===== src/design/bga_pkg.sv =====
package bga_pkg;

  localparam int unsigned MaxGranules = 4096;
  localparam int unsigned IdBits      = 8;
  localparam int unsigned HeadId      = 5;

  localparam logic [15:0] GranuleReset = 16'd16;
  localparam logic [12:0] RegionReset  = 13'd4096;

  // Result status codes.
  localparam logic [1:0] StOk      = 2'd0;
  localparam logic [1:0] StNoRoom  = 2'd1;
  localparam logic [1:0] StBadOff  = 2'd2;
  localparam logic [1:0] StNotUsed = 2'd3;

  // Operation codes.
  localparam logic OpAlloc = 1'b0;
  localparam logic OpFree  = 1'b1;

  // Register indexes.
  localparam logic RegGranule = 1'b0;
  localparam logic RegRegion  = 1'b1;

  // Request from the sequencer to the shared divider.
  typedef struct packed {
    logic        go;
    logic [32:0] dividend;
    logic [15:0] divisor;
  } bga_div_req_t;

  // Answer from the shared divider.
  typedef struct packed {
    logic        done;
    logic [32:0] quotient;
    logic        rem_nz;
  } bga_div_rsp_t;

endpackage


===== src/design/bga_div.sv =====
// Shared restoring divider: one quotient bit per cycle.
module bga_div (
  input  logic                  clk,
  input  logic                  rst_n,
  input  bga_pkg::bga_div_req_t req,
  output bga_pkg::bga_div_rsp_t rsp
);

  logic [32:0] quo_r, quo_nxt;
  logic [16:0] rem_r, rem_nxt;
  logic [15:0] dvs_r, dvs_nxt;
  logic [5:0]  cnt_r, cnt_nxt;
  logic        busy_r, busy_nxt;
  logic        done_r, done_nxt;
  logic [16:0] trial;
  logic [16:0] shifted;

  // One shift and trial subtract per cycle.
  always_comb begin
    quo_nxt  = quo_r;
    rem_nxt  = rem_r;
    dvs_nxt  = dvs_r;
    cnt_nxt  = cnt_r;
    busy_nxt = busy_r;
    done_nxt = 1'b0;
    shifted  = {rem_r[15:0], quo_r[32]};
    trial    = shifted - {1'b0, dvs_r};
    if (req.go) begin
      quo_nxt  = req.dividend;
      rem_nxt  = '0;
      dvs_nxt  = req.divisor;
      cnt_nxt  = 6'd33;
      busy_nxt = 1'b1;
    end else if (busy_r) begin
      if (!trial[16]) begin
        rem_nxt = trial;
        quo_nxt = {quo_r[31:0], 1'b1};
      end else begin
        rem_nxt = shifted;
        quo_nxt = {quo_r[31:0], 1'b0};
      end
      cnt_nxt = cnt_r - 6'd1;
      if (cnt_r == 6'd1) begin
        busy_nxt = 1'b0;
        done_nxt = 1'b1;
      end
    end
  end

  always_ff @(posedge clk) begin
    if (!rst_n) begin
      busy_r <= 1'b0;
      done_r <= 1'b0;
      cnt_r  <= '0;
    end else begin
      busy_r <= busy_nxt;
      done_r <= done_nxt;
      cnt_r  <= cnt_nxt;
    end
    quo_r <= quo_nxt;
    rem_r <= rem_nxt;
    dvs_r <= dvs_nxt;
  end

  assign rsp.done     = done_r;
  assign rsp.quotient = quo_r;
  assign rsp.rem_nz   = (rem_r != '0);

endmodule


===== config.mk =====
export PLATFORM = sky130hd
export DESIGN_NAME = bga_div
export DESIGN_NICKNAME = d
export VERILOG_FILES = /design/src/design/bga_pkg.sv /design/src/design/bga_div.sv
export SDC_FILE = /design/constraint.sdc
export NUM_CORES = 1
export LEC_CHECK = 0
export BUFFER_PORTS_ARGS = -buffer_cell sky130_fd_sc_hd__buf_2
export CORE_ASPECT_RATIO = 1.2
export CORE_MARGIN = 10
export CORE_UTILIZATION = 40
export DETAILED_ROUTE_END_ITERATION = 6
export PLACE_DENSITY = 0.63
export SLEW_MARGIN = 20
export SYNTH_ARGS = -nofsm -noshare
export SYNTH_HDL_FRONTEND = slang
export SYNTH_SLANG_ARGS = --single-unit

===== constraint.sdc =====
create_clock -name clk -period 3.39 [get_ports clk]
set_input_delay 0.1695 -clock clk [delete_from_list [all_inputs] [get_ports clk]]
set_output_delay 0.1695 -clock clk [all_outputs]
set_load 0.005 [all_outputs]

# After elaboration in Yosys (flattened, before gate mapping)
# Index checks and enable logic that the tools add are counted.
[totals] elab_cells=26 out_inout_bits=35 ff_bits=74
[classes] reduce_logical=4 n_bitwise=2 n_eq_ne=1 add_sub_neg=2 n_mux=10
[op_table] cell="$mux 33" n=2
[op_table] cell="$mux 17" n=1
[op_table] cell="$reduce_bool 17->1" n=1
[op_table] cell="$sub 17x16->17" n=1
[op_table] cell="$mux 6" n=2
[op_table] cell="$eq 6x1->1 const B" n=1
[op_table] cell="$sub 6x1->6 const B" n=1
[op_table] cell="$mux 1" n=5
[op_table] cell="$reduce_or 3->1" n=1
[op_table] cell="$not 1->1" n=2
[op_table] cell="$reduce_bool 2->1" n=1
[op_table] cell="$reduce_or 2->1" n=1

# Logic depth before layout (Yosys ltp)
# Gate-level depths: netlist of run 1.
[depth] ltp_word=4 depth_mapped=17 depth_no_buf=16

# Worst setup path before layout of run 1
# OpenSTA, ideal clock, no wires.
[synth_path] kind="register to register" start="register quo_r[32]" end="register rem_r[10]" synth_period_minus_slack_ns=3.315 stages_incl_launch_ff=16 path_buffers=2 setup_ns=0.091 setup_slack_ns=0.075 t_arrival_ns=3.224 path_cell_list="edfxtp_1 -> inv_1 -> ha_1 -> fa_1 -> nor2b_1 -> o21a_1 -> a221o_2 -> a311oi_4 -> o21ai_2 -> nand3_1 -> nand2_1 -> ha_1 -> clkbuf_1 -> clkbuf_1 -> o21ai_0 -> a311oi_1"
[synth_via] elab_chain_len=2
[synth_lines] item="from (decl)" line_no="bga_div.sv:9" text="logic [32:0] quo_r, quo_nxt;"
[synth_lines] item="from (signal assigned)" line_no="bga_div.sv:60" text="quo_r <= quo_nxt;"
[synth_lines] item="$sub 17x16->17" line_no="bga_div.sv:27" text="trial = shifted - {1'b0, dvs_r};"
[synth_lines] item="$mux 17" line_no="bga_div.sv:35" text="if (!trial[16]) begin"
[synth_lines] item="to (signal assigned)" line_no="bga_div.sv:61" text="rem_r <= rem_nxt;"
[synth_lines] item="to (decl)" line_no="bga_div.sv:10" text="logic [16:0] rem_r, rem_nxt;"
# No other way between the ends.
# A chain may end at the register's enable or synchronous reset.

# Worst setup path in the final report of run 1
[layout_path] start="register quo_r[32]" end="register rem_r[14]"
# Same word-level chain as after synthesis.

==> run_results.csv, run 1 <==
group,metric,value,unit
outcome,status,"complete, no violations",
grt,grt-ovfl-total,0,
timing,rsz0062_at_grt,"no",
synthesis,yosysSeqAreaShare,0.517,
synthesis,async_flop_share,0,
place,hpwl,6.57,mm
setup_path,cp_cell_sequence,"inv_1 > ha_1 > fa_2 > nor2b_1 > o21a_1 > a221o_2 > a311oi_4 > o21ai_2 > nand3_1 > nand2_1 > ha_4 > inv_2 > and3_1 > a21oi_1 > nor2_1 > a211o_1",
finish,fin_nets,509,
timing,tightest_slew,779,ps
timing,final.setup.worst_slack,194,ps
worst_hold_path,hold_path_end,"dvs_r[11]",
clock_network,cts_max_level,3,
route,drc,0,
synthesis,yosys.cell_types.count,49,
setup_path,cp.required,3620,ps
setup_path,slowest_stage,"edfxtp_1",
route,drt-total-wl,8.90,mm
synthesis,synth-edff-count,49,
floorplan,die_y,127,um
place,port_buffers,86,
route,ant_nets,0,
timing,slew_headroom,0.481,
worst_hold_path,hp-class,"in2reg",
timing,fin_skew,7.69,ps
setup_path,r2r_start,"quo_r[32]",
finish,drive_above_1_share,0.353,
synthesis,synthCells,334,
power_and_ir_drop,sw_frac_of_total,0.260,
grt,grt_pass1_wl,14.6,mm
clock_network,clock_latency,340,ps
power_and_ir_drop,clkPwrFrac,0.385,
synthesis,synth_flop_cell,"edfxtp_1",
grt,grt_max_degree,34,
timing,fin_setup_tns,0,ps
route,via_per_inst,5.05,
floorplan,core_area,9420,um^2
floorplan,fp.dieArea,13900,um^2
synthesis,syn_area,3810,um^2
synthesis,yosys_warnings,0,
synthesis,synth-seq-cells,74,
setup_path,cp_max_fo,6,
floorplan,ios,87,
clock_network,cts_tree,"built",
timing,hold_viol,0,
worst_hold_path,hold_start,"req[11]",
setup_path,r2r_end,"rem_r[14]",
finish,insertedDiodeCount,0,
timing,finalCritPeriodShare,0.943,
setup_path,r2r_slack,190,ps
place,pre_cts_slack,161,ps
synthesis,syn_nets,406,
finish,syn_to_final_growth,28.0,%
finish,nFillCells,816,
synthesis,syn_area_per_cell,11.4,um^2
route,vias,2852,
grt,grtUsageTotal,0.133,
clock_network,ctsLongestPathBuffers,2,
power_and_ir_drop,vdd_ir_drop_max,0.256,mV
power_and_ir_drop,leakage,2.07,nW
floorplan,die_x,109,um
setup_path,crit_path_start_kind,"register",
floorplan,rows,39,
power_and_ir_drop,power.density,576,nW/um^2
power_and_ir_drop,p_int,0.00208,W
route,first_pass_iters,4,
grt,grt_pass1_vias,2993,
power_and_ir_drop,pwr-share-comb,0.216,
timing,max_freq,313,MHz
clock_network,cts-root-buf,"clkbuf_16",
route,routedWlPerCell,15.7,um
setup_path,r2r_cells,16,
setup_path,max_stage_delay,400,ps
timing,finalSetupViolCount,0,
clock_network,clkTransAtPathRegs,60,ps
timing,maxSlewViolCount,0,
power_and_ir_drop,switchingPower,0.000733,W
floorplan,initial_core_util,0.405,
route,drt_iter0_drc,104,
timing,period_minus_slack,3200,ps
flow_run,maxCapViolCount,0,
place,gp_congestion,0.870,
worst_hold_path,holdPathStages,1,
grt,antenna_found_initial,0,
power_and_ir_drop,share_seq_of_total_power,0.399,
setup_path,path_class,"reg2reg",
setup_path,end_kind,"register",
clock_network,cts_buffers,9,
setup_path,critPathArrivalTime,3420,ps
clock_network,cts.sinks,74,
-- worst max-delay path, delay by kind of cell, from the launching register on --
family / cells / cell delay, ps
adders and majority gates: 3 / 690
DFF: 1 / 400
and+or+nand+nor: 5 / 440
AOI/OAI and AO/OA: 6 / 1410
buffers and inverters: 2 / 140
-- cell type report --
type                       instances  area [um^2]  area share
inverter                          27          101      0.0208
clock inverter                     5          103      0.0210
clock buffer                      11          233      0.0477
multi-input combinational        218         1700       0.349
sequential                        74         1970       0.404
tap                              123          154      0.0315
timing repair buffer             107          617       0.126
-- layout by cell type, fill, tap and decap left out, types with 10 or more instances in the layout --
master / synthesis / routed
a21oi_1: 18 / 18
nand2_1: 10 / 10
dfxtp_1: 25 / 25
buf_4: 1 / 10
inv_1: 27 / 26
dlygate4sd3_1: 0 / 10
edfxtp_1: 49 / 49
mux2i_1: 10 / 10
mux2_2: 32 / 32
buf_2: 0 / 86
nor2_1: 33 / 32
ha_1: 19 / 18
xnor2_1: 10 / 10
a211oi_1: 12 / 12
-- how the worst max path moves through the flow --
stage                   start         to  slack, ps  depth (start not counted)
global route        quo_r[32]   rem_r[8]         10                         16
finish              quo_r[32]  rem_r[14]        190                         16
CTS                 quo_r[32]  rem_r[14]        150                         16
detailed placement  quo_r[32]  rem_r[14]        160                         16
global placement    quo_r[32]  rem_r[14]        240                         16
floorplan           quo_r[32]  rem_r[10]         70                         15
-- metrics by stage --
step	power, W	util	cells	hold slack (ps)	area [um^2]
global placement	0.00170	0.466	535	346	4390
finish	0.00281	0.518	565	8.61	4880
floorplan	0.00152	-	334	268	3810
global route	0.00295	0.518	565	8.28	4880
CTS	0.00282	0.512	561	0.735	4830
detailed placement	0.00171	0.466	535	348	4390
-- cell usage after synthesis, drive strengths merged, types with 3 or more instances --
cell,n,area (um^2)
nand2b,3,18.8
nor2,33,124
a21oi,18,90.1
o21a,4,30.0
nor4,4,25.0
edfxtp,49,1470
o21ai,9,48.8
nor3,7,35.0
inv,27,101
ha,19,238
mux2,32,360
nor2b,3,18.8
nand3,6,30.0
clkbuf,11,41.3
a211oi,12,90.1
dfxtp,25,500
mux2i,10,100
nand2,10,37.5
xnor2,10,87.6
buf,4,18.8
xor2,4,35.0
-- cells by family after synthesis --
logic type,share of synthesized area
and+or+nand+nor,0.100
DFF,0.517
AOI/OAI and AO/OA,0.120
buffers and inverters,0.0423
muxes,0.121
adders and majority gates,0.0676
xor gates and xnor gates,0.0322
-- registers in the layout, summed over array words and instances (netlist names) --
register,cells
rem_r,17
dvs_r,16
cnt_r,6
busy_r,1
done_r,1
quo_r,33
-- power groups by stage --
stage	Combinational, W	Sequential (W)	Clock, W
final	0.000608	0.00112	0.00108
after global routing	0.000676	0.00114	0.00114
after CTS	0.000581	0.00113	0.00111
after detailed placement	0.000569	0.00114	0
after global placement	0.000558	0.00114	0
after floorplan	0.000392	0.00113	0
-- repair_timing --
item	in CTS	in global routing
setup endpoints to repair	0	3
buffers inserted	0	4
hold buffers	10	0
resized for setup	0	6
hold endpoints to repair	10	0
-- metal layers --
layer	vias to the layer above	part of all wire	global-route usage
met4	0	0.025	0.0699
li1	1435	-	-
met1	1328	0.42	0.154
met3	16	0.068	0.0476
met5	-	0	0
met2	73	0.49	0.208
(Power assumes the default switching activity.)
==> run 2, diff against run 1 <==
Settings changed: ABC_AREA set to 1.
==> run 2 against run 1 <==
Effect of this change:
- critical path depth fell by 1
- register-to-register slack improved by 460 ps
- sequential power down 4%
- combinational power is 52% lower
- highest routed layer unchanged
- non-clock buffer count down 16
- sequential cell count unchanged
- sequential share of layout area down 0.82 points
- clock skew shrank 0.98 ps
- final area rose by 2.1%
- worst setup slack improved by 460 ps
- count of clock-buffer cells in the layout shrank 1
- critical endpoint is now rem_r[4]
- largest cell class unchanged
==> run_results.csv, run 2 <==
group,metric,value,unit
outcome,status,"complete, no violations",
setup_path,startpoint,"quo_r[32]",
finish,insertedDiodeCount,0,
setup_path,cp_common_cell,"nand2_1",
timing,finalCritPeriodShare,0.806,
route,vias,3505,
synthesis,yosysSeqAreaShare,0.483,
synthesis,synth.most_common_cell,"nand2_1",
synthesis,syn_area,4080,um^2
grt,grt_pass1_wl,17.2,mm
timing,finalSetupViolCount,0,
floorplan,initial_core_util,0.408,
clock_network,cts.sinks,74,
clock_network,cts_resized,0,
finish,reg_top3,"quo_r (33), rem_r (17), dvs_r (16)",
finish,layout_commonest_cell,"nand2_1",
clock_network,ctsLongestPathBuffers,2,
synthesis,synth_flop_cell,"edfxtp_1",
setup_path,cp_num_buf_inv,3,
place,port_buffers,86,
place,hpwl,7.61,mm
synthesis,synth.top_cell.area_share,0.360,
setup_path,slowest_stage,"ha_1",
route,via_per_inst,4.69,
route,first_pass_iters,5,
setup_path,r2r_cells,15,
finish,nFillCells,1012,
finish,fin_nets,689,
clock_network,cts_setup_buffers,0,
synthesis,syn_nets,599,
finish,finish.utilization,0.498,
finish,drive_above_1_share,0.201,
power_and_ir_drop,power.density,490,nW/um^2
finish,mostFrequentLayoutCells,"nand2_1, buf_2, inv_1",
synthesis,yosys.cell_types.count,34,
power_and_ir_drop,leakage,2.55,nW
timing,slew_headroom,0.613,
worst_hold_path,hp-class,"in2reg",
timing,fin_setup_tns,0,ps
floorplan,die_y,131,um
synthesis,async_flop_share,0,
clock_network,clock_latency,330,ps
synthesis,synth_area_leader_cell,"edfxtp_1",
power_and_ir_drop,finalPower,0.00244,W
setup_path,cp.depth,15,
floorplan,core_area,10000,um^2
clock_network,cts_tree,"built",
synthesis,ys_top_cells_by_count,"nand2_1, inv_1, edfxtp_1",
finish,regMostFlops,"quo_r",
route,drt-total-wl,10.0,mm
grt,grtUsageTotal,0.141,
timing,hold_viol,0,
worst_hold_path,hold_start,"req[15]",
grt,grt_max_degree,41,
setup_path,crit_path_start_kind,"register",
timing,timing.hold.ws,9.68,ps
flow_run,maxCapViolCount,0,
setup_path,cp_max_fo,15,
setup_path,cp_cell_sequence,"inv_1 > ha_1 > fa_1 > inv_1 > nand2_1 > nand3_2 > nand2_1 > nand2_1 > a21oi_1 > o21bai_1 > ha_1 > inv_1 > a21oi_1 > o21ai_0 > nand2_1",
timing,period_minus_slack,2730,ps
timing,fin_skew,6.71,ps
setup_path,r2r_slack,660,ps
floorplan,rows,40,
timing,max_freq,366,MHz
grt,grt_pass1_vias,3725,
floorplan,die_x,112,um
setup_path,critPathArrivalTime,3010,ps
clock_network,cts_buffers,9,
setup_path,max_stage_delay,430,ps
floorplan,ios,87,
power_and_ir_drop,vdd_ir_drop_max,0.218,mV
synthesis,synthCells,527,
setup_path,path_class,"reg2reg",
route,routedWlPerCell,13.4,um
finish,largest_reg_flops,33,
worst_hold_path,holdPathStages,1,
route,drc,0,
clock_network,cts-root-buf,"clkbuf_16",
route,ant_nets,0,
synthesis,synth-edff-count,49,
synthesis,synth_area_leaders,"edfxtp_1, nand2_1, dfxtp_1",
grt,antenna_found_initial,0,
place,gp_congestion,0.840,
synthesis,syn_area_per_cell,7.75,um^2
synthesis,yosys_warnings,0,
finish,final_cells,748,
setup_path,critical_path.top_delay_family,"adder cells",
clock_network,cts_max_level,3,
setup_path,end_kind,"register",
timing,maxSlewViolCount,0,
floorplan,fp.dieArea,14700,um^2
synthesis,synth-seq-cells,74,
finish,syn_to_final_growth,22.1,%
grt,grt-ovfl-total,0,
timing,tightest_slew,580,ps
timing,rsz0062_at_grt,"no",
route,drt_iter0_drc,124,
setup_path,cp.required,3670,ps
setup_path,r2r_start,"quo_r[32]",
clock_network,clkTransAtPathRegs,60,ps
place,place_inst,731,
-- run 2: layout make-up --
| type | count | area (um^2) | share of cell area |
|---|---|---|---|
| sequential | 74 | 1970 | 0.396 |
| tap | 126 | 158 | 0.0316 |
| clock buffer | 10 | 229 | 0.0459 |
| timing repair buffer | 91 | 470 | 0.0944 |
| clock inverter | 6 | 106 | 0.0213 |
| inverter | 80 | 300 | 0.0603 |
| multi-input combinational | 361 | 1750 | 0.351 |
-- run 2: logic make-up after synthesis --
kind of cell / count (synthesis) / share of synthesized area
AND/OR/NAND/NOR: 305 / 0.313
buffers and inverters: 92 / 0.0889
flip-flops: 74 / 0.483
AO/OA/AOI/OAI: 33 / 0.0460
adder cells (fa/ha/maj): 20 / 0.0631
XOR/XNOR: 3 / 0.00644
-- run 2: worst paths after layout --
kind | endpoint
worst max-delay path | rem_r[4]
worst min-delay path | dvs_r[15]
worst max register to register | rem_r[4]
worst min register to register | rem_r[4]
-- run 2: layer usage --
| metal | vias to the layer above | global-route usage | share of wire |
|---|---|---|---|
| li1 | 1843 | - | - |
| met1 | 1559 | 0.160 | 0.43 |
| met2 | 95 | 0.228 | 0.46 |
| met3 | 8 | 0.0666 | 0.097 |
| met4 | 0 | 0.0538 | 0.0080 |
| met5 | - | 0 | 0 |
-- run 2: per-stage QoR --
step                instance area [um^2]  worst slack [ps]
finish                              4980               658
detailed placement                  4640               626
global route                        4980               312
CTS                                 4970               615
global placement                    4640               755
floorplan                           4080               913
-- run 2: timing repair --
item	in CTS	in global routing
endpoints found under the hold margin	0	1
endpoints found under the setup margin	0	0
hold buffers	0	1
-- run 2: where the power goes --
group | switching, W | internal [W] | total [W] | leakage [nW]
clock network | 0.000360 | 0.000715 | 0.00107 | 0.160
registers | 0.0000341 | 0.00104 | 0.00108 | 0.698
logic | 0.000174 | 0.000115 | 0.000289 | 1.70
total | 0.000568 | 0.00187 | 0.00244 | 2.55
-- run 2: worst reg2reg max path, cell delays in order, from the launching register on --
cell	delay (ps)
edfxtp_1	360
inv_1	50
ha_1	220
fa_1	410
inv_1	90
nand2_1	80
nand3_2	80
nand2_1	70
nand2_1	90
a21oi_1	60
o21bai_1	130
ha_1	430
inv_1	230
a21oi_1	200
o21ai_0	100
nand2_1	60
